[config.mk]
export PLATFORM = sky130hd
export DESIGN_NAME = ctw_ctrl
export DESIGN_NICKNAME = d
export VERILOG_FILES = /design/src/hw/rtl/text_console_writer_defines.svh /design/src/hw/rtl/ctw_pkg.sv /design/src/hw/rtl/ctw_ctrl.sv
export SDC_FILE = /design/constraint.sdc
export NUM_CORES = 1
export LEC_CHECK = 0
export BUFFER_PORTS_ARGS = -buffer_cell sky130_fd_sc_hd__clkbuf_2
export CAP_MARGIN = 20
export CORE_ASPECT_RATIO = 0.9
export CORE_MARGIN = 1
export CORE_UTILIZATION = 54
export DETAILED_ROUTE_END_ITERATION = 16
export GPL_TIMING_DRIVEN = 0
export PLACE_DENSITY = 0.8
export SYNTH_ARGS = -nofsm -noshare
export SYNTH_HDL_FRONTEND = slang
export SYNTH_SLANG_ARGS = --single-unit
export TNS_END_PERCENT = 100
[constraint.sdc]
create_clock -name clk_i -period 5.7 [get_ports clk_i]
set_clock_uncertainty 0.05 [all_clocks]
set_input_delay 0.57 -clock clk_i [delete_from_list [all_inputs] [get_ports clk_i]]
set_output_delay 0.57 -clock clk_i [all_outputs]
set_load 0.05 [all_outputs]
[src/hw/rtl/text_console_writer_defines.svh]
// Assertion macros shared by the console writer RTL.
// Expects clk_i and rst_ni in the scope of each use.
`ifndef TEXT_CONSOLE_WRITER_DEFINES_SVH
`define TEXT_CONSOLE_WRITER_DEFINES_SVH

// Same-cycle implication, disabled while reset is held.
`define CTW_ASSERT_IMP(lbl, ante, cons, msg) \
  lbl: assert property (@(posedge clk_i) disable iff (!rst_ni) (ante) |-> (cons)) \
    else $error(msg);

// Next-cycle implication, disabled while reset is held.
`define CTW_ASSERT_NXT(lbl, ante, cons, msg) \
  lbl: assert property (@(posedge clk_i) disable iff (!rst_ni) (ante) |=> (cons)) \
    else $error(msg);

`endif

[src/hw/rtl/ctw_pkg.sv]
// Types, constants and address helpers for the text console writer.
// No dependencies; used by every module of the block.
`timescale 1ns / 1ps

package ctw_pkg;

  localparam int SCREEN_COLS = 80;
  localparam int SCREEN_ROWS = 25;
  localparam int CELL_COUNT  = SCREEN_COLS * SCREEN_ROWS;

  localparam int COL_W   = $clog2(SCREEN_COLS);
  localparam int ROW_W   = $clog2(SCREEN_ROWS);
  localparam int CELL_AW = $clog2(CELL_COUNT);

  localparam logic [7:0] CH_NEWLINE = 8'h0A;
  localparam logic [7:0] CH_TAB     = 8'h09;
  localparam logic [7:0] CH_BLANK   = 8'h20;

  localparam logic [7:0] ATTR_DEFAULT_RST = 8'h0F;
  localparam logic [7:0] ATTR_DEBUG_RST   = 8'h0A;
  localparam logic [7:0] ATTR_ERROR_RST   = 8'h4F;
  localparam logic [7:0] ATTR_CLEAR_RST   = 8'h07;

  localparam logic FUNC_WRITE = 1'b0;
  localparam logic FUNC_READ  = 1'b1;

  localparam logic [1:0] KIND_DEFAULT = 2'd0;
  localparam logic [1:0] KIND_DEBUG   = 2'd1;
  localparam logic [1:0] KIND_ERROR   = 2'd2;
  localparam logic [1:0] KIND_KEEP    = 2'd3;

  typedef enum logic [1:0] {
    REG_DEFAULT_ATTR = 2'd0,
    REG_DEBUG_ATTR   = 2'd1,
    REG_ERROR_ATTR   = 2'd2,
    REG_CLEAR_ATTR   = 2'd3
  } cfg_reg_e;

  typedef enum logic [3:0] {
    S_CLEAR  = 4'b0001,
    S_IDLE   = 4'b0010,
    S_READ   = 4'b0100,
    S_SCROLL = 4'b1000
  } ctw_state_e;

  typedef struct packed {
    logic       func;
    logic [7:0] char_code;
    logic [1:0] log_kind;
    logic [4:0] read_row;
    logic [6:0] read_col;
  } in_item_t;

  typedef struct packed {
    logic [7:0] cell_char;
    logic [7:0] cell_attr;
    logic [6:0] cursor_col;
    logic [4:0] cursor_row;
    logic       scrolled;
  } out_item_t;

  typedef struct packed {
    logic [7:0] attr;
    logic [7:0] ch;
  } cell_t;

  typedef struct packed {
    logic [7:0] default_attr;
    logic [7:0] debug_attr;
    logic [7:0] error_attr;
    logic [7:0] clear_attr;
  } attr_cfg_t;

  typedef struct packed {
    logic clearing;
    logic scrolling;
  } ctw_status_t;

  // Physical row after the last one wraps to the first.
  function automatic logic [ROW_W-1:0] row_inc(input logic [ROW_W-1:0] r);
    logic [ROW_W-1:0] n;
    n = (r == ROW_W'(SCREEN_ROWS - 1)) ? '0 : r + ROW_W'(1);
    return n;
  endfunction

  function automatic logic [CELL_AW-1:0] cell_addr(input logic [ROW_W-1:0] prow,
                                                   input logic [COL_W-1:0] col);
    logic [CELL_AW-1:0] a;
    a = CELL_AW'(prow) * CELL_AW'(SCREEN_COLS) + CELL_AW'(col);
    return a;
  endfunction

endpackage

[src/hw/rtl/ctw_ctrl.sv]
// Sequencer for the console: cursor, current attribute, row ring offset,
// reset clearing sweep and row fill on scroll. Depends on ctw_pkg.
`timescale 1ns / 1ps

module ctw_ctrl import ctw_pkg::*; (
  input  logic               clk_i,
  input  logic               rst_ni,
  input  logic               in_valid_i,
  output logic               in_ready_o,
  input  in_item_t           in_item_i,
  input  logic               out_free_i,
  input  attr_cfg_t          cfg_i,
  output logic               res_valid_o,
  output out_item_t          res_o,
  output ctw_status_t        status_o,
  output logic               wr_en_o,
  output logic [CELL_AW-1:0] wr_addr_o,
  output cell_t              wr_data_o,
  output logic               rd_en_o,
  output logic [CELL_AW-1:0] rd_addr_o,
  input  cell_t              rd_data_i
);

  ctw_state_e         state_q, state_d;
  logic [COL_W-1:0]   col_q, col_d;
  logic [ROW_W-1:0]   row_q, row_d;
  logic [ROW_W-1:0]   prow_q, prow_d;   // physical row of the cursor
  logic [ROW_W-1:0]   top_q, top_d;     // physical row shown as row 0
  logic [7:0]         attr_q, attr_d;
  logic [CELL_AW-1:0] clr_cnt_q, clr_cnt_d;
  logic [COL_W-1:0]   fill_col_q, fill_col_d;
  logic               oob_q, oob_d;
  out_item_t          res_q, res_d;

  logic               accept;
  logic               is_nl;
  logic               is_tab;
  logic [7:0]         attr_new;
  logic [COL_W:0]     col_adv;
  logic               wrap;
  logic               last_row;
  logic               do_scroll;
  logic [COL_W-1:0]   w_col;
  logic [ROW_W-1:0]   w_row;
  logic [ROW_W-1:0]   w_prow;
  out_item_t          wres;
  logic               rd_inrange;
  logic [ROW_W:0]     rprow_sum;
  logic [ROW_W-1:0]   rprow;
  logic               fill_last;
  logic               clr_last;

  assign in_ready_o = (state_q == S_IDLE) && out_free_i;
  assign accept     = in_valid_i && in_ready_o;

  // Write item: attribute, cursor advance, wrap and scroll decision
  always_comb begin
    case (in_item_i.log_kind)
      KIND_DEFAULT: attr_new = cfg_i.default_attr;
      KIND_DEBUG:   attr_new = cfg_i.debug_attr;
      KIND_ERROR:   attr_new = cfg_i.error_attr;
      default:      attr_new = attr_q;
    endcase
  end

  assign is_nl     = (in_item_i.char_code == CH_NEWLINE);
  assign is_tab    = (in_item_i.char_code == CH_TAB);
  assign col_adv   = is_tab ? ({1'b0, col_q} + (COL_W+1)'(4))
                            : ({1'b0, col_q} + (COL_W+1)'(1));
  assign wrap      = is_nl || (col_adv >= (COL_W+1)'(SCREEN_COLS));
  assign last_row  = (row_q == ROW_W'(SCREEN_ROWS - 1));
  assign do_scroll = wrap && last_row;
  assign w_col     = wrap ? '0 : col_adv[COL_W-1:0];
  assign w_row     = (wrap && !last_row) ? row_q + ROW_W'(1) : row_q;
  // On scroll the old top row becomes the new last row
  assign w_prow    = wrap ? (last_row ? top_q : row_inc(prow_q)) : prow_q;

  always_comb begin
    wres            = '0;
    wres.cursor_col = 7'(w_col);
    wres.cursor_row = 5'(w_row);
    wres.scrolled   = do_scroll;
  end

  // Read item: map the screen row through the ring offset
  assign rd_inrange = ({1'b0, in_item_i.read_row} < 6'(SCREEN_ROWS)) &&
                      ({1'b0, in_item_i.read_col} < 8'(SCREEN_COLS));
  assign rprow_sum  = {1'b0, in_item_i.read_row[ROW_W-1:0]} + {1'b0, top_q};
  assign rprow      = (rprow_sum >= (ROW_W+1)'(SCREEN_ROWS))
                    ? ROW_W'(rprow_sum - (ROW_W+1)'(SCREEN_ROWS))
                    : rprow_sum[ROW_W-1:0];

  assign fill_last = (fill_col_q == COL_W'(SCREEN_COLS - 1));
  assign clr_last  = (clr_cnt_q == CELL_AW'(CELL_COUNT - 1));

  assign rd_en_o   = accept && (in_item_i.func == FUNC_READ);
  assign rd_addr_o = cell_addr(rprow, in_item_i.read_col[COL_W-1:0]);

  always_comb begin
    state_d     = state_q;
    col_d       = col_q;
    row_d       = row_q;
    prow_d      = prow_q;
    top_d       = top_q;
    attr_d      = attr_q;
    clr_cnt_d   = clr_cnt_q;
    fill_col_d  = fill_col_q;
    oob_d       = oob_q;
    res_d       = res_q;
    res_valid_o = 1'b0;
    res_o       = wres;
    wr_en_o     = 1'b0;
    wr_addr_o   = cell_addr(prow_q, col_q);
    wr_data_o   = '{attr: attr_new, ch: in_item_i.char_code};

    unique case (state_q)
      S_CLEAR: begin
        wr_en_o   = 1'b1;
        wr_addr_o = clr_cnt_q;
        wr_data_o = '{attr: ATTR_CLEAR_RST, ch: CH_BLANK};
        clr_cnt_d = clr_cnt_q + CELL_AW'(1);
        if (clr_last) begin
          state_d = S_IDLE;
        end
      end
      S_IDLE: begin
        if (accept && (in_item_i.func == FUNC_READ)) begin
          oob_d   = !rd_inrange;
          state_d = S_READ;
        end else if (accept) begin
          attr_d  = attr_new;
          col_d   = w_col;
          row_d   = w_row;
          prow_d  = w_prow;
          wr_en_o = !is_nl && !is_tab;
          if (do_scroll) begin
            top_d      = row_inc(top_q);
            fill_col_d = '0;
            res_d      = wres;
            state_d    = S_SCROLL;
          end else begin
            res_valid_o = 1'b1;
          end
        end
      end
      S_READ: begin
        res_valid_o      = 1'b1;
        res_o            = '0;
        res_o.cell_char  = oob_q ? CH_BLANK : rd_data_i.ch;
        res_o.cell_attr  = oob_q ? cfg_i.clear_attr : rd_data_i.attr;
        res_o.cursor_col = 7'(col_q);
        res_o.cursor_row = 5'(row_q);
        state_d          = S_IDLE;
      end
      S_SCROLL: begin
        // Blank the new last row, one cell a cycle
        wr_en_o    = 1'b1;
        wr_addr_o  = cell_addr(prow_q, fill_col_q);
        wr_data_o  = '{attr: cfg_i.clear_attr, ch: CH_BLANK};
        fill_col_d = fill_col_q + COL_W'(1);
        res_o      = res_q;
        if (fill_last) begin
          res_valid_o = 1'b1;
          state_d     = S_IDLE;
        end
      end
      default: begin
        state_d = S_IDLE;
      end
    endcase
  end

  assign status_o = '{clearing: (state_q == S_CLEAR), scrolling: (state_q == S_SCROLL)};

  always_ff @(posedge clk_i or negedge rst_ni) begin
    if (!rst_ni) begin
      state_q    <= S_CLEAR;
      col_q      <= '0;
      row_q      <= '0;
      prow_q     <= '0;
      top_q      <= '0;
      attr_q     <= ATTR_DEFAULT_RST;
      clr_cnt_q  <= '0;
      fill_col_q <= '0;
      oob_q      <= 1'b0;
    end else begin
      state_q    <= state_d;
      col_q      <= col_d;
      row_q      <= row_d;
      prow_q     <= prow_d;
      top_q      <= top_d;
      attr_q     <= attr_d;
      clr_cnt_q  <= clr_cnt_d;
      fill_col_q <= fill_col_d;
      oob_q      <= oob_d;
    end
  end

  always_ff @(posedge clk_i) begin
    res_q <= res_d;
  end

endmodule

== Word level (Yosys, flattened, before mapping) ==
Index checks and enable logic that the tools add are counted.
W data, S select, Z words.

* $add $sub $neg: 12
* Multiply operators: 2
* Magnitude comparators: 4
* Equal/unequal tests: 20
* Multiplexer cells: 31
* Bitwise operators: 1
* Reductions and logical operators: 21

{| class="wikitable"
|+ Operator list
! kind !! count
|-
| $pmux W29 S2 || 1
|-
| $add A11 B7 Y11 || 3
|-
| $pmux W16 S2 || 1
|-
| $mux W7 || 4
|-
| $mux W5 || 5
|-
| $mux W8 || 3
|-
| $pmux W8 S3 || 1
|-
| $pmux W11 S2 || 1
|-
| $mux W4 || 5
|-
| $eq A8 B4 Y1 const B || 2
|-
| $reduce_and A4 Y1 || 4
|-
| $add A5 B1 Y5 const B || 3
|-
| $eq A5 B5 Y1 const B || 3
|-
| $mul A5 B3 Y7 const B || 2
|-
| $pmux W7 S2 || 1
|-
| $pmux W4 S3 || 1
|-
| $add A11 B1 Y11 const B || 1
|-
| $eq A11 B11 Y1 const B || 1
|-
| $add A7 B1 Y8 const B || 1
|-
| $add A7 B3 Y8 const B || 1
|-
| $ge A8 B7 Y1 const B || 1
|-
| $add A7 B1 Y7 const B || 1
|-
| $eq A7 B7 Y1 const B || 1
|-
| $logic_and A1 B1 Y1 || 7
|-
| other kinds (25) || 37
|}

* Register bits after elaboration: 65
* Bits of input ports: 75
* Output and inout bits: 73

== Longest topological paths before layout ==
Gate-level depths: netlist of run 1.

* Depth in word-level cells: 9
* Mapped depth: 17
* Mapped depth without buffers: 17

== Least setup slack after synthesis of run 1 ==
No wires, ideal clock.

* Kind: input -> output
* Start: in in_item_i[7] (netlist name)
* End: out rd_addr_o[10]
* Arrival time: 4.403 ns
* Setup slack: 0.677 ns
* Stages: 16
* Path buffers: 0
* Cell sequence: ha_1 -> fa_1 -> inv_1 -> ha_1 -> nor2b_1 -> a32o_1 -> o41ai_2 -> a211oi_2 -> mux2i_2 -> xor2_1 -> ha_1 -> fa_1 -> xor2_1 -> o2111ai_1 -> a21oi_1 -> xnor2_1

* Cells in the longest elaborated chain, start to end: 5
* Elaborated cells between the ends (all ways): 6
* Those cells by class: add/sub: 3; mul: 1; order compare: 1; mux: 1

{| class="wikitable"
|+ Ends and longest elaborated chain
! what !! line !! text
|-
| from (decl) || ctw_ctrl.sv:10 || <nowiki>input in_item_t in_item_i,</nowiki>
|-
| $add A5 B5 Y6 (*) || ctw_ctrl.sv:88 || <nowiki>assign rprow_sum = {1'b0, in_item_i.read_row[ROW_W-1:0]} + {1'b0, top_q};</nowiki>
|-
| $sub A5 B5 Y5 or $ge A6 B5 Y1 (tied branches) || ctw_ctrl.sv:90, ctw_ctrl.sv:89 ||
|-
| $mux W5 (*) || ctw_ctrl.sv:90 || <nowiki>? ROW_W'(rprow_sum - (ROW_W+1)'(SCREEN_ROWS))</nowiki>
|-
| $mul A5 B3 Y7 (*) || ctw_pkg.sv:89 || <nowiki>a = CELL_AW'(prow) * CELL_AW'(SCREEN_COLS) + CELL_AW'(col);</nowiki>
|-
| $add A11 B7 Y11 (*) || ctw_pkg.sv:89 ||
|-
| to (decl) || ctw_ctrl.sv:20 || <nowiki>output logic [CELL_AW-1:0] rd_addr_o,</nowiki>
|}

Mark *: on every way between the ends. The rest lies on a longest branch, timed or not.

== Final worst setup path of run 1 ==
* Start: reg top_q[0]
* End: out rd_addr_o[10]

* Cells in the longest elaborated chain, start to end: 5
* Elaborated cells between the ends (all ways): 6
* Those cells by class: add/sub: 3; mul: 1; order compare: 1; mux: 1

{| class="wikitable"
|+ Ends and longest elaborated chain
! what !! line !! text
|-
| from (decl) || ctw_ctrl.sv:28 || <nowiki>logic [ROW_W-1:0] top_q, top_d;</nowiki>
|-
| from (signal assigned) || ctw_ctrl.sv:191 || <nowiki>top_q <= top_d;</nowiki>
|-
| $add A5 B5 Y6 (*) || ctw_ctrl.sv:88 ||
|-
| $sub A5 B5 Y5 or $ge A6 B5 Y1 (tied branches) || ctw_ctrl.sv:90, ctw_ctrl.sv:89 ||
|-
| $mux W5 (*) || ctw_ctrl.sv:90 ||
|-
| $mul A5 B3 Y7 (*) || ctw_pkg.sv:89 ||
|-
| $add A11 B7 Y11 (*) || ctw_pkg.sv:89 ||
|}

Marked as above.

==> run_results.csv, run 1 <==
group,metric,value,unit
die,io_pins,148,
synth,synth_top_area_cell,"dfrtp_1",
clocking,clock_sinks,65,
sta,setup_viol,0,
setup_path,startpoint_type,"flop",
sta,worst_slack,0.266,ns
clocking,cts.path.max_buffers,2,
synth,async_flop_share,0.815,
detailed_routing,drc,0,
placed_design,dpl.hpwl,10800,um
synth,netlist_area,5230,sq um
die,rows,33,
global_route,grt_overflow_total,0,
sta,worstMarginPinSlew,0.911,ns
clocking,cts_buffers,9,
synth,synth_warnings,0,
setup_path,endpoint_kind,"output port",
sta,setup_tns,0,ns
sta,hold_viol,0,
job,cap_violations,0,
synth,ys_seq_area_frac,0.323,
placed_design,numPortBuffers,141,
clocking,cts_tree,"done",
die,core-area,9250,sq um
clocking,postCtsSetupBuffers,0,
cells_and_area,area_growth,20.0,%
global_route,grt_max_degree,30,
detailed_routing,drtAntennaViolNets,0,
setup_path,reg2reg_from,"col_q[1]",
synth,syn-num-nets,688,
power,p_leak,0.00302,uW
setup_path,ff2ff_path_depth,8,
die,dieHeight,95.4,um
placed_design,routabilityCongestion,0.888,
setup_path,critPathMaxFanout,6,
detailed_routing,highest_layer,"met4",
setup_path,required,5.08,ns
power,pwr_density_cell,308,nW/um^2
detailed_routing,drt-initial-drc-count,322,
detailed_routing,m1WireLength,5830,um
global_route,antenna_found_initial,0,
detailed_routing,firstDrtPassIters,5,
synth,synth_ff_type,"dfrtp_1",
clocking,cts_resized,0,
sta,rsz0062_at_grt,"false",
clocking,cts_hold_buffers,0,
synth,synthTopCellsByCount,"70 x nand2_1, 56 x nor2_1, 48 x dfrtp_1",
synth,ys_ff_latch,65,
clocking,insertion_delay,0.36,ns
detailed_routing,finalWirelength,13800,um
sta,fin_crit_sh,0.953,
die,die_area,10100,sq um
detailed_routing,via_per_inst,5.79,
synth,yosysUniqueCellTypes,70,
die,initial_core_util,0.566,
placed_design,post-place-ws,0.445,ns
cells_and_area,drive_gt1_frac,0.277,
setup_path,rrSetupSlack,2.90,ns
global_route,grt_pass1_vias,4734,
global_route,grt.total_usage,0.280,
clocking,path_clk_slew,0.08,ns
setup_path,crit_start,"top_q[0]",
die,dieWidth,106,um
sta,drv_slew,0,
setup_path,critPathKind,"reg2out",
detailed_routing,wl_per_cell,16.1,um
clocking,cts.htree.levels,3,
setup_path,rr_endpoint,"res_q[5]",
outcome,status,"finished clean",
sta,slew_headroom,0.389,
cells_and_area,fin_nets,841,
synth,synthTopCellsByArea,"dfrtp_1 23%, ha_1 8.1%, edfxtp_1 6.9%",
detailed_routing,wl_met3,1010,um
sta,max_freq,0.184,GHz
worst_hold_path,hold_class,"in2async",
detailed_routing,vias,4954,
synth,postSynthCellCount,575,
synth,syn_area_per_cell,9.10,sq um
power,ir_drop,0.211,mV
cells_and_area,antenna_cells,0,
setup_path,worstPathArrival,4.81,ns
detailed_routing,wl_met2,6700,um
synth,yosys.cell_count.top_type,"nand2_1",
sta,finalCriticalPeriod,5.43,ns
synth,synth_edf_count,12,
synth,synth_top_cell_area_share,0.230,
global_route,grt_pass1_wl,22200,um
clocking,clock-root-buffer,"clkbuf_8",
[cells in the final DEF (no fill, tap or decap), drive strengths merged, types with 5 or more instances in the layout]
cell and instances:
a21o 11, a21oi 26, a221o 8, a22o 7, a22oi 8, a31oi 9
and2 19, and3 5, buf 13, clkbuf 167, dfrtp 48, dfstp 5
edfxtp 12, ha 34, inv 24, mux2 12, mux2i 12, mux4 8
nand2 72, nand2b 5, nand3 22, nand3b 5, nor2 56, nor2b 6
nor3 10, o21ai 24, xnor2 28, xor2 17
[power breakdown]
| group | leakage (uW) | switching, uW | internal, uW |
|---|---|---|---|
| logic | 0.00219 | 688 | 312 |
| clock network | 0.0000835 | 195 | 156 |
| registers | 0.000747 | 43.6 | 539 |
[state kept, by name, indices dropped and copies added, names as in the netlist]
signal,count
res_q,12
clr_cnt_q,11
attr_q,8
col_q,7
fill_col_q,7
prow_q,5
row_q,5
top_q,5
state_q,4
oob_q,1
[critical path, stage by stage (launching register included)]
cell and delay, ns:
dfrtp_1 0.45, ha_1 0.24, fa_1 0.48, inv_1 0.12
ha_1 0.19, nor2b_1 0.15, a32o_1 0.18, o41ai_2 0.08
a211oi_2 0.37, mux2i_2 0.43, xor2_1 0.13, ha_1 0.26
fa_1 0.38, xor2_1 0.26, o2111ai_1 0.15, a21oi_1 0.19
xnor2_1 0.14, clkbuf_2 0.29
[per-layer routing]
metal,GRT usage,vias up
met5,0,-
met4,0.0718,0
met3,0.0588,18
met2,0.503,217
met1,0.346,2346
li1,-,2373
[cell type report]
type / count / area, sq um
Multi-Input combinational cell: 458 / 3310
Timing Repair Buffer: 142 / 726
Inverter: 23 / 86.3
Clock inverter: 7 / 45.0
Tap cell: 122 / 153
Fill cell: 793 / 2970
Clock buffer: 9 / 124
Buffer: 29 / 144
Sequential cell: 65 / 1690
[kinds of logic (layout without fill, tap and decap cells)]
group,count (synthesis),after routing,share of synthesized area
adders and majority gates,38,38,0.0966
muxes,32,32,0.0839
xor gates and xnor gates,45,45,0.0753
and+or+nand+nor,223,223,0.216
buffers and inverters,52,210,0.0440
AOI/OAI and AO/OA,120,120,0.161
DFF,65,65,0.323
[worst max path at each step]
| stage | to | slack (ns) | depth (start not counted) |
|---|---|---|---|
| 2_1_floorplan | rd_addr_o[10] | 0.68 | 16 |
| 3_3_place_gp | rd_addr_o[10] | 0.48 | 18 |
| 3_5_place_dp | rd_addr_o[10] | 0.44 | 18 |
| 4_1_cts | rd_addr_o[10] | 0.26 | 17 |
| 5_1_grt | wr_addr_o[10] | 0.03 | 17 |
| 6_report | rd_addr_o[10] | 0.27 | 17 |
[per-stage QoR]
| step | total power [uW] | cells | hold slack [ns] | instance area [sq um] | utilization |
|---|---|---|---|---|---|
| after floorplan | 1360 | 575 | 0.224 | 5230 | - |
| after detailed placement | 1590 | 839 | 0.435 | 6110 | 0.661 |
| after CTS | 1940 | 855 | 0.263 | 6280 | 0.679 |
| final | 1930 | 855 | 0.236 | 6280 | 0.679 |
| after global placement | 1560 | 838 | 0.429 | 6090 | 0.659 |
| after global routing | 2030 | 855 | 0.284 | 6280 | 0.679 |
Note: power is estimated with default switching activity, not from simulation.
==> inputs of run 2 (changes only) <==
ABC_AREA = 1   (was default)
CORE_MARGIN = default   (was 1)
==> run 2 against run 1 <==
Power grew 41%. Global-route usage increased by 0.72 points. Final area rose by 4.1%. Combinational power is 66% higher. Wire length increased by 3.9%. Worst setup slack gained 0.62 ns. Maximum frequency up 13%. Clock power is 11% higher. Synthesized cell count grew 33%. Sequential share of layout area shrank 1.1 points. Core utilization decreased by 0.77 points. Non-clock buffer count shrank 4. Critical endpoint unchanged.
==> run_results.csv, run 2 <==
group,metric,value,unit
setup_path,cp_top_family,"adder cells",
synth,syn_area_per_cell,7.11,sq um
setup_path,startpoint_type,"flop",
global_route,grtUsageMet3,0.0677,
detailed_routing,finalWirelength,14300,um
synth,ys_seq_area_frac,0.310,
synth,syn-num-nets,880,
clocking,cts_hold_buffers,0,
die,rows,34,
sta,rsz0062_at_grt,"false",
power,pwr_density_cell,415,nW/um^2
sta,finalCriticalPeriod,4.81,ns
power,p_int,1250,uW
clocking,postCtsSetupBuffers,0,
cells_and_area,final_common_cell,"nand2_1",
cells_and_area,area_growth,20.0,%
sta,setup_tns,0,ns
synth,synth_compound_area_frac,0.0934,
clocking,cts_resized,0,
detailed_routing,wl_per_cell,13.6,um
power,combPwrFrac,0.611,
clocking,cts_buffers,9,
synth,synth_edf_count,12,
clocking,cts_tree,"done",
placed_design,placed_cell_area,6350,sq um
die,dieHeight,97.3,um
clocking,clock-root-buffer,"clkbuf_8",
setup_path,cp_cell_sequence,"ha_1 > fa_1 > inv_1 > ha_1 > nand3b_1 > nand3_1 > nand2_1 > nand2_1 > nand2_1 > nor2_1 > nor2_1 > ha_1 > fa_1 > xnor2_1 > inv_1 > nand4_1 > nand2_1 > nand2_1 > nand2_1 > clkbuf_2",
clocking,cts.htree.levels,3,
die,core-area,9740,sq um
clocking,path_clk_slew,0.07,ns
detailed_routing,firstDrtPassIters,5,
sta,fin_crit_sh,0.844,
synth,synth_top_family_by_area,"simple AND/OR/NAND/NOR gates",
setup_path,path_common_cell,"nand2_1",
die,initial_core_util,0.560,
global_route,grt_overflow_total,0,
cells_and_area,top_register,"res_q",
die,dieWidth,108,um
synth,yosys.area_share.adder,0.0927,
detailed_routing,drtAntennaViolNets,0,
cells_and_area,fin_nets,1035,
synth,synthTopCellsByCount,"254 x nand2_1, 94 x inv_1, 51 x nand3_1",
sta,setup_viol,0,
synth,muxShareOfSynthArea,0,
placed_design,numPortBuffers,143,
power,p_clk_frac,0.144,
synth,yosys.cell_count.top_type,"nand2_1",
global_route,grt_use_met1,0.406,
global_route,grt.total_usage,0.288,
synth,synth_simple_gate_area_frac,0.352,
worst_hold_path,hold_class,"in2async",
synth,async_flop_share,0.815,
power,swShare,0.538,
synth,yosysUniqueCellTypes,50,
synth,netlist_area,5450,sq um
clocking,cts.path.max_buffers,2,
sta,worst_slack,0.887,ns
global_route,grt_pass1_vias,5038,
power,p_switching,1460,uW
setup_path,critPathKind,"reg2out",
cells_and_area,largest_register_ffs,12,
synth,synth_warnings,0,
global_route,antenna_found_initial,0,
placed_design,routabilityCongestion,0.890,
synth,synth_top_cell_area_share,0.220,
die,die_area,10500,sq um
cells_and_area,utilization,0.671,
setup_path,critPathBufInv,3,
setup_path,critPathMaxFanout,5,
synth,synth_xor_area_frac,0.0578,
power,p_leak,0.00352,uW
synth,synth_top_area_cell,"dfrtp_1",
setup_path,rrSetupSlack,3.41,ns
detailed_routing,drc,0,
power,ir_drop,0.613,mV
outcome,status,"finished clean",
synth,postSynthCellCount,767,
job,cap_violations,0,
die,io_pins,148,
global_route,busiest_layer,"met2",
detailed_routing,drt-initial-drc-count,368,
sta,worstMarginPinSlew,0.810,ns
synth,ys_ff_latch,65,
global_route,grt_max_degree,33,
cells_and_area,reg_top3,"res_q (12), clr_cnt_q (11), attr_q (8)",
cells_and_area,drive_gt1_frac,0.232,
setup_path,endpoint_kind,"output port",
setup_path,worst_path_largest_cell_delay,0.48,ns
clocking,insertion_delay,0.36,ns
synth,synth_ff_type,"dfrtp_1",
cells_and_area,fin_area,6540,sq um
clocking,clock_sinks,65,
sta,drv_slew,0,
sta,hold_viol,0,
synth,synthTopCellsByArea,"dfrtp_1 22%, nand2_1 17%, ha_1 7.8%",
setup_path,required,5.08,ns
placed_design,dpl.hpwl,11100,um
placed_design,post-place-ws,1.02,ns
global_route,grt_pass1_wl,23800,um
setup_path,worstPathArrival,4.19,ns
sta,max_freq,0.208,GHz
detailed_routing,vias,5495,
global_route,met2_usage,0.447,
cells_and_area,antenna_cells,0,
cells_and_area,mostFrequentLayoutCells,"254 x nand2_1, 143 x clkbuf_2, 94 x inv_1",
sta,slew_headroom,0.456,
detailed_routing,via_per_inst,5.22,
setup_path,crit_slowest_cell,"fa_1",
power,p_seq_frac,0.245,
[run 2: cell count changes after synthesis, moves of 12 or more]
cell,before,now
nand2_1,70,254
inv_1,22,94
nand3_1,20,51
xnor2_1,28,8
o21ai_0,19,38
and2_1,19,3
nand4_1,3,15
[run 2: final timing paths]
path | start | endpoint | cells past startpoint
max reg2reg | state_q[2] | res_q[8] | 6
min | rst_ni | prow_q[2] | 1
max | top_q[0] | rd_addr_o[10] | 20
min in group clk_i | attr_q[3] | attr_q[3] | 2
max in group asynchronous | rst_ni | attr_q[3] | 2
min reg2reg | attr_q[3] | attr_q[3] | 2
[run 2: cells by family (layout without fill, tap and decap cells)]
kind of cell	Yosys count	in the layout
buf+inv	122	282
compound gates	84	84
fa+ha+maj	38	38
flops	65	65
simple gates	422	422
xor+xnor	36	36
[run 2: through the flow]
stage	cells	hold slack, ns	total power [uW]
after global routing	1053	0.209	2920
final	1053	0.168	2720
after floorplan	767	0.224	1960
after detailed placement	1037	0.405	2320
after CTS	1053	0.184	2720
after global placement	1036	0.400	2300
[run 2: layer usage]
metal  vias to the layer above  routed length, um
met1                      2501               6710
li1                       2783                  -
met2                       195               6520
met4                         0                163
met3                        16                899
met5                         -                  0
[run 2: final cells by class]
class / instances / area [sq um]
fill: 880 / 3200
sequential: 65 / 1690
multi-input combinational: 580 / 3250
tap: 126 / 158
clock buffer: 15 / 188
clock inverter: 1 / 7.51
inverter: 99 / 372
buffer: 23 / 139
timing repair buffer: 144 / 736
[run 2: power by group through the flow]
stage                     Sequential, uW  Clock, uW  Combinational, uW
after floorplan                      648          0               1310
after global placement               669          0               1630
after detailed placement             671          0               1650
after CTS                            663        397               1660
after global routing                 679        420               1820
final                                666        391               1660
==> inputs of run 3 (changes only) <==
CORE_UTILIZATION = 49   (was 54)
PLACE_DENSITY = 0.76   (was 0.8)
clock period = 4.11 ns   (was 5.7 ns; I/O delays follow)
==> run 3 against run 2 <==
The flow now finishes with violations (setup timing). Sequential power increased by 40%. Critical path depth is the same. Sequential cell count stayed put. Global-route usage decreased by 3.3 points. Largest cell class unchanged. Largest power group unchanged. Highest routed layer unchanged.
==> run_results.csv, run 3 (same netlist as run 2, synthesis figures left out) <==
group,metric,value,unit
outcome,status,"complete, but fails checks",
outcome,violations,"setup timing",
sta,finalHoldWorstSlack,0.313,ns
power,combPwrFrac,0.610,
detailed_routing,vias,5645,
setup_path,worstPathArrival,3.89,ns
die,dieWidth,113,um
sta,fin_crit_sh,1.06,
cells_and_area,area_growth,29.3,%
clocking,cts.htree.levels,3,
power,pwr_density_cell,584,nW/um^2
global_route,antenna_found_initial,0,
die,die_area,11600,sq um
sta,rsz0062_at_grt,"true",
power,p_seq_frac,0.226,
setup_path,startpoint_type,"flop",
die,dieHeight,102,um
setup_path,required,3.65,ns
cells_and_area,top_register,"res_q",
cells_and_area,reg_top3,"res_q (12), clr_cnt_q (11), attr_q (8)",
placed_design,routabilityCongestion,0.883,
detailed_routing,drt-initial-drc-count,322,
detailed_routing,drtAntennaViolNets,0,
clocking,insertion_delay,0.34,ns
clocking,clock-root-buffer,"clkbuf_16",
sta,max_freq,0.230,GHz
global_route,grt.total_usage,0.255,
die,io_pins,148,
worst_hold_path,hold_class,"in2reg",
power,ir_drop,0.488,mV
setup_path,rrSetupSlack,1.84,ns
setup_path,critPathMaxFanout,4,
placed_design,dpl.hpwl,11200,um
sta,slew_headroom,0.453,
sta,worst_slack,-0.241,ns
global_route,grt_max_degree,36,
power,p_int,1980,uW
sta,worstMarginPinSlew,0.814,ns
detailed_routing,firstDrtPassIters,5,
clocking,path_clk_slew,0.05,ns
sta,finalCriticalPeriod,4.35,ns
power,swShare,0.519,
cells_and_area,largest_register_ffs,12,
cells_and_area,antenna_cells,0,
detailed_routing,finalWirelength,15300,um
sta,hold_viol,0,
worst_hold_path,hold_end,"state_q[2]",
power,p_clk_frac,0.163,
power,p_leak,0.00369,uW
setup_path,endpoint_kind,"output port",
clocking,cts_buffers,9,
cells_and_area,mostFrequentLayoutCells,"243 x nand2_1, 140 x clkbuf_2, 89 x inv_1",
setup_path,ff2ff_path_depth,10,
power,p_switching,2140,uW
worst_hold_path,holdPathStages,3,
sta,setup_viol,3,
die,rows,36,
setup_path,critPathKind,"reg2out",
setup_path,rr_endpoint,"res_q[2]",
detailed_routing,via_per_inst,5.24,
job,cap_violations,0,
global_route,grt_overflow_total,0,
setup_path,reg2reg_from,"col_q[1]",
die,initial_core_util,0.504,
placed_design,post-place-ws,-0.291,ns
die,core-area,10800,sq um
cells_and_area,fin_nets,1053,
clocking,clock_sinks,65,
global_route,grt_pass1_wl,23100,um
cells_and_area,drive_gt1_frac,0.292,
clocking,cts_tree,"done",
clocking,cts.path.max_buffers,2,
sta,drv_slew,0,
placed_design,numPortBuffers,143,
global_route,grt_pass1_vias,4771,
cells_and_area,final_common_cell,"nand2_1",
detailed_routing,wl_per_cell,14.2,um
worst_hold_path,min_from,"in_item_i[22]",
detailed_routing,drc,0,
==> run 3: cell types whose count changed in the layout (fill, tap and decap cells not counted), moves of 4 or more <==
| cell | change |
|---|---|
| inv_1 | -5 |
| clkbuf_8 | -11 |
| ha_1 | -8 |
| clkbuf_16 | +8 |
| clkbuf_1 | -4 |
| buf_4 | +15 |
| nand2_2 | +9 |
| ha_4 | +6 |
| inv_2 | +4 |
| nand2_1 | -11 |
| nand3_2 | +5 |
| nand3_1 | -5 |
| buf_6 | +4 |
==> run 3: power groups by stage <==
stage | combinational (uW) | clock, uW | sequential [uW]
2_1_floorplan | 1820 | 0 | 898
3_3_place_gp | 2270 | 0 | 929
3_5_place_dp | 2300 | 0 | 933
4_1_cts | 2380 | 676 | 925
5_1_grt | 2710 | 704 | 947
6_report | 2510 | 673 | 932
==> run 3: routing by layer <==
layer	vias up	track usage	part of all wire
li1	2819	-	-
met1	2627	0.368	0.46
met2	173	0.384	0.46
met3	26	0.0463	0.056
met4	0	0.0901	0.023
met5	-	0	0
==> run 3: what timing repair did <==
item	4_1_cts	5_1_grt
setup endpoints to repair	6	5
gates resized for setup	27	42
pin swaps	8	15
endpoints found under the hold margin	10	0
hold buffers	1	0
setup buffers	10	9
==> run 3: how the worst max path moves through the flow <==
| stage | from | depth (start not counted) | slack [ns] | endpoint |
|---|---|---|---|---|
| floorplan | in_item_i[7] | 18 | 0.1 | rd_addr_o[10] |
| global placement | in_item_i[7] | 20 | -0.22 | rd_addr_o[10] |
| detailed placement | in_item_i[7] | 20 | -0.29 | rd_addr_o[10] |
| CTS | top_q[0] | 21 | -0.16 | rd_addr_o[10] |
| global route | top_q[0] | 20 | -0.42 | rd_addr_o[10] |
| finish | top_q[0] | 20 | -0.24 | rd_addr_o[10] |
==> run 3: final cells by class <==
type	instances	area (sq um)
sequential	65	1690
inverter	99	374
clock inverter	5	22.5
multi-input combinational	580	3480
fill	948	3760
buffer	21	133
timing repair buffer	164	948
clock buffer	11	233
tap	133	166
==> run 3: critical path: stages (launching register included) <==
cell and delay [ns]:
dfrtp_1 0.40, ha_2 0.20, fa_2 0.55, inv_4 0.06, ha_4 0.15, nand3b_1 0.17
nand3_2 0.13, nand2_4 0.08, nand2_4 0.09, xor2_4 0.21, inv_2 0.07, a21oi_2 0.13
nor2_2 0.07, ha_4 0.16, fa_2 0.37, xnor2_2 0.19, inv_2 0.07, nand4_1 0.12
nand3_1 0.11, nand2_2 0.09, buf_8 0.14
==> run 3: per-stage QoR <==
step / utilization / cell area (sq um) / power (uW) / cells / setup TNS, ns
after floorplan: - / 5460 / 2720 / 767 / 0
after global placement: 0.587 / 6340 / 3200 / 1043 / -0.429
after detailed placement: 0.589 / 6360 / 3230 / 1044 / -0.638
after CTS: 0.630 / 6810 / 3980 / 1071 / -0.365
after global routing: 0.652 / 7050 / 4360 / 1078 / -1.21
final: 0.652 / 7050 / 4120 / 1078 / -0.575
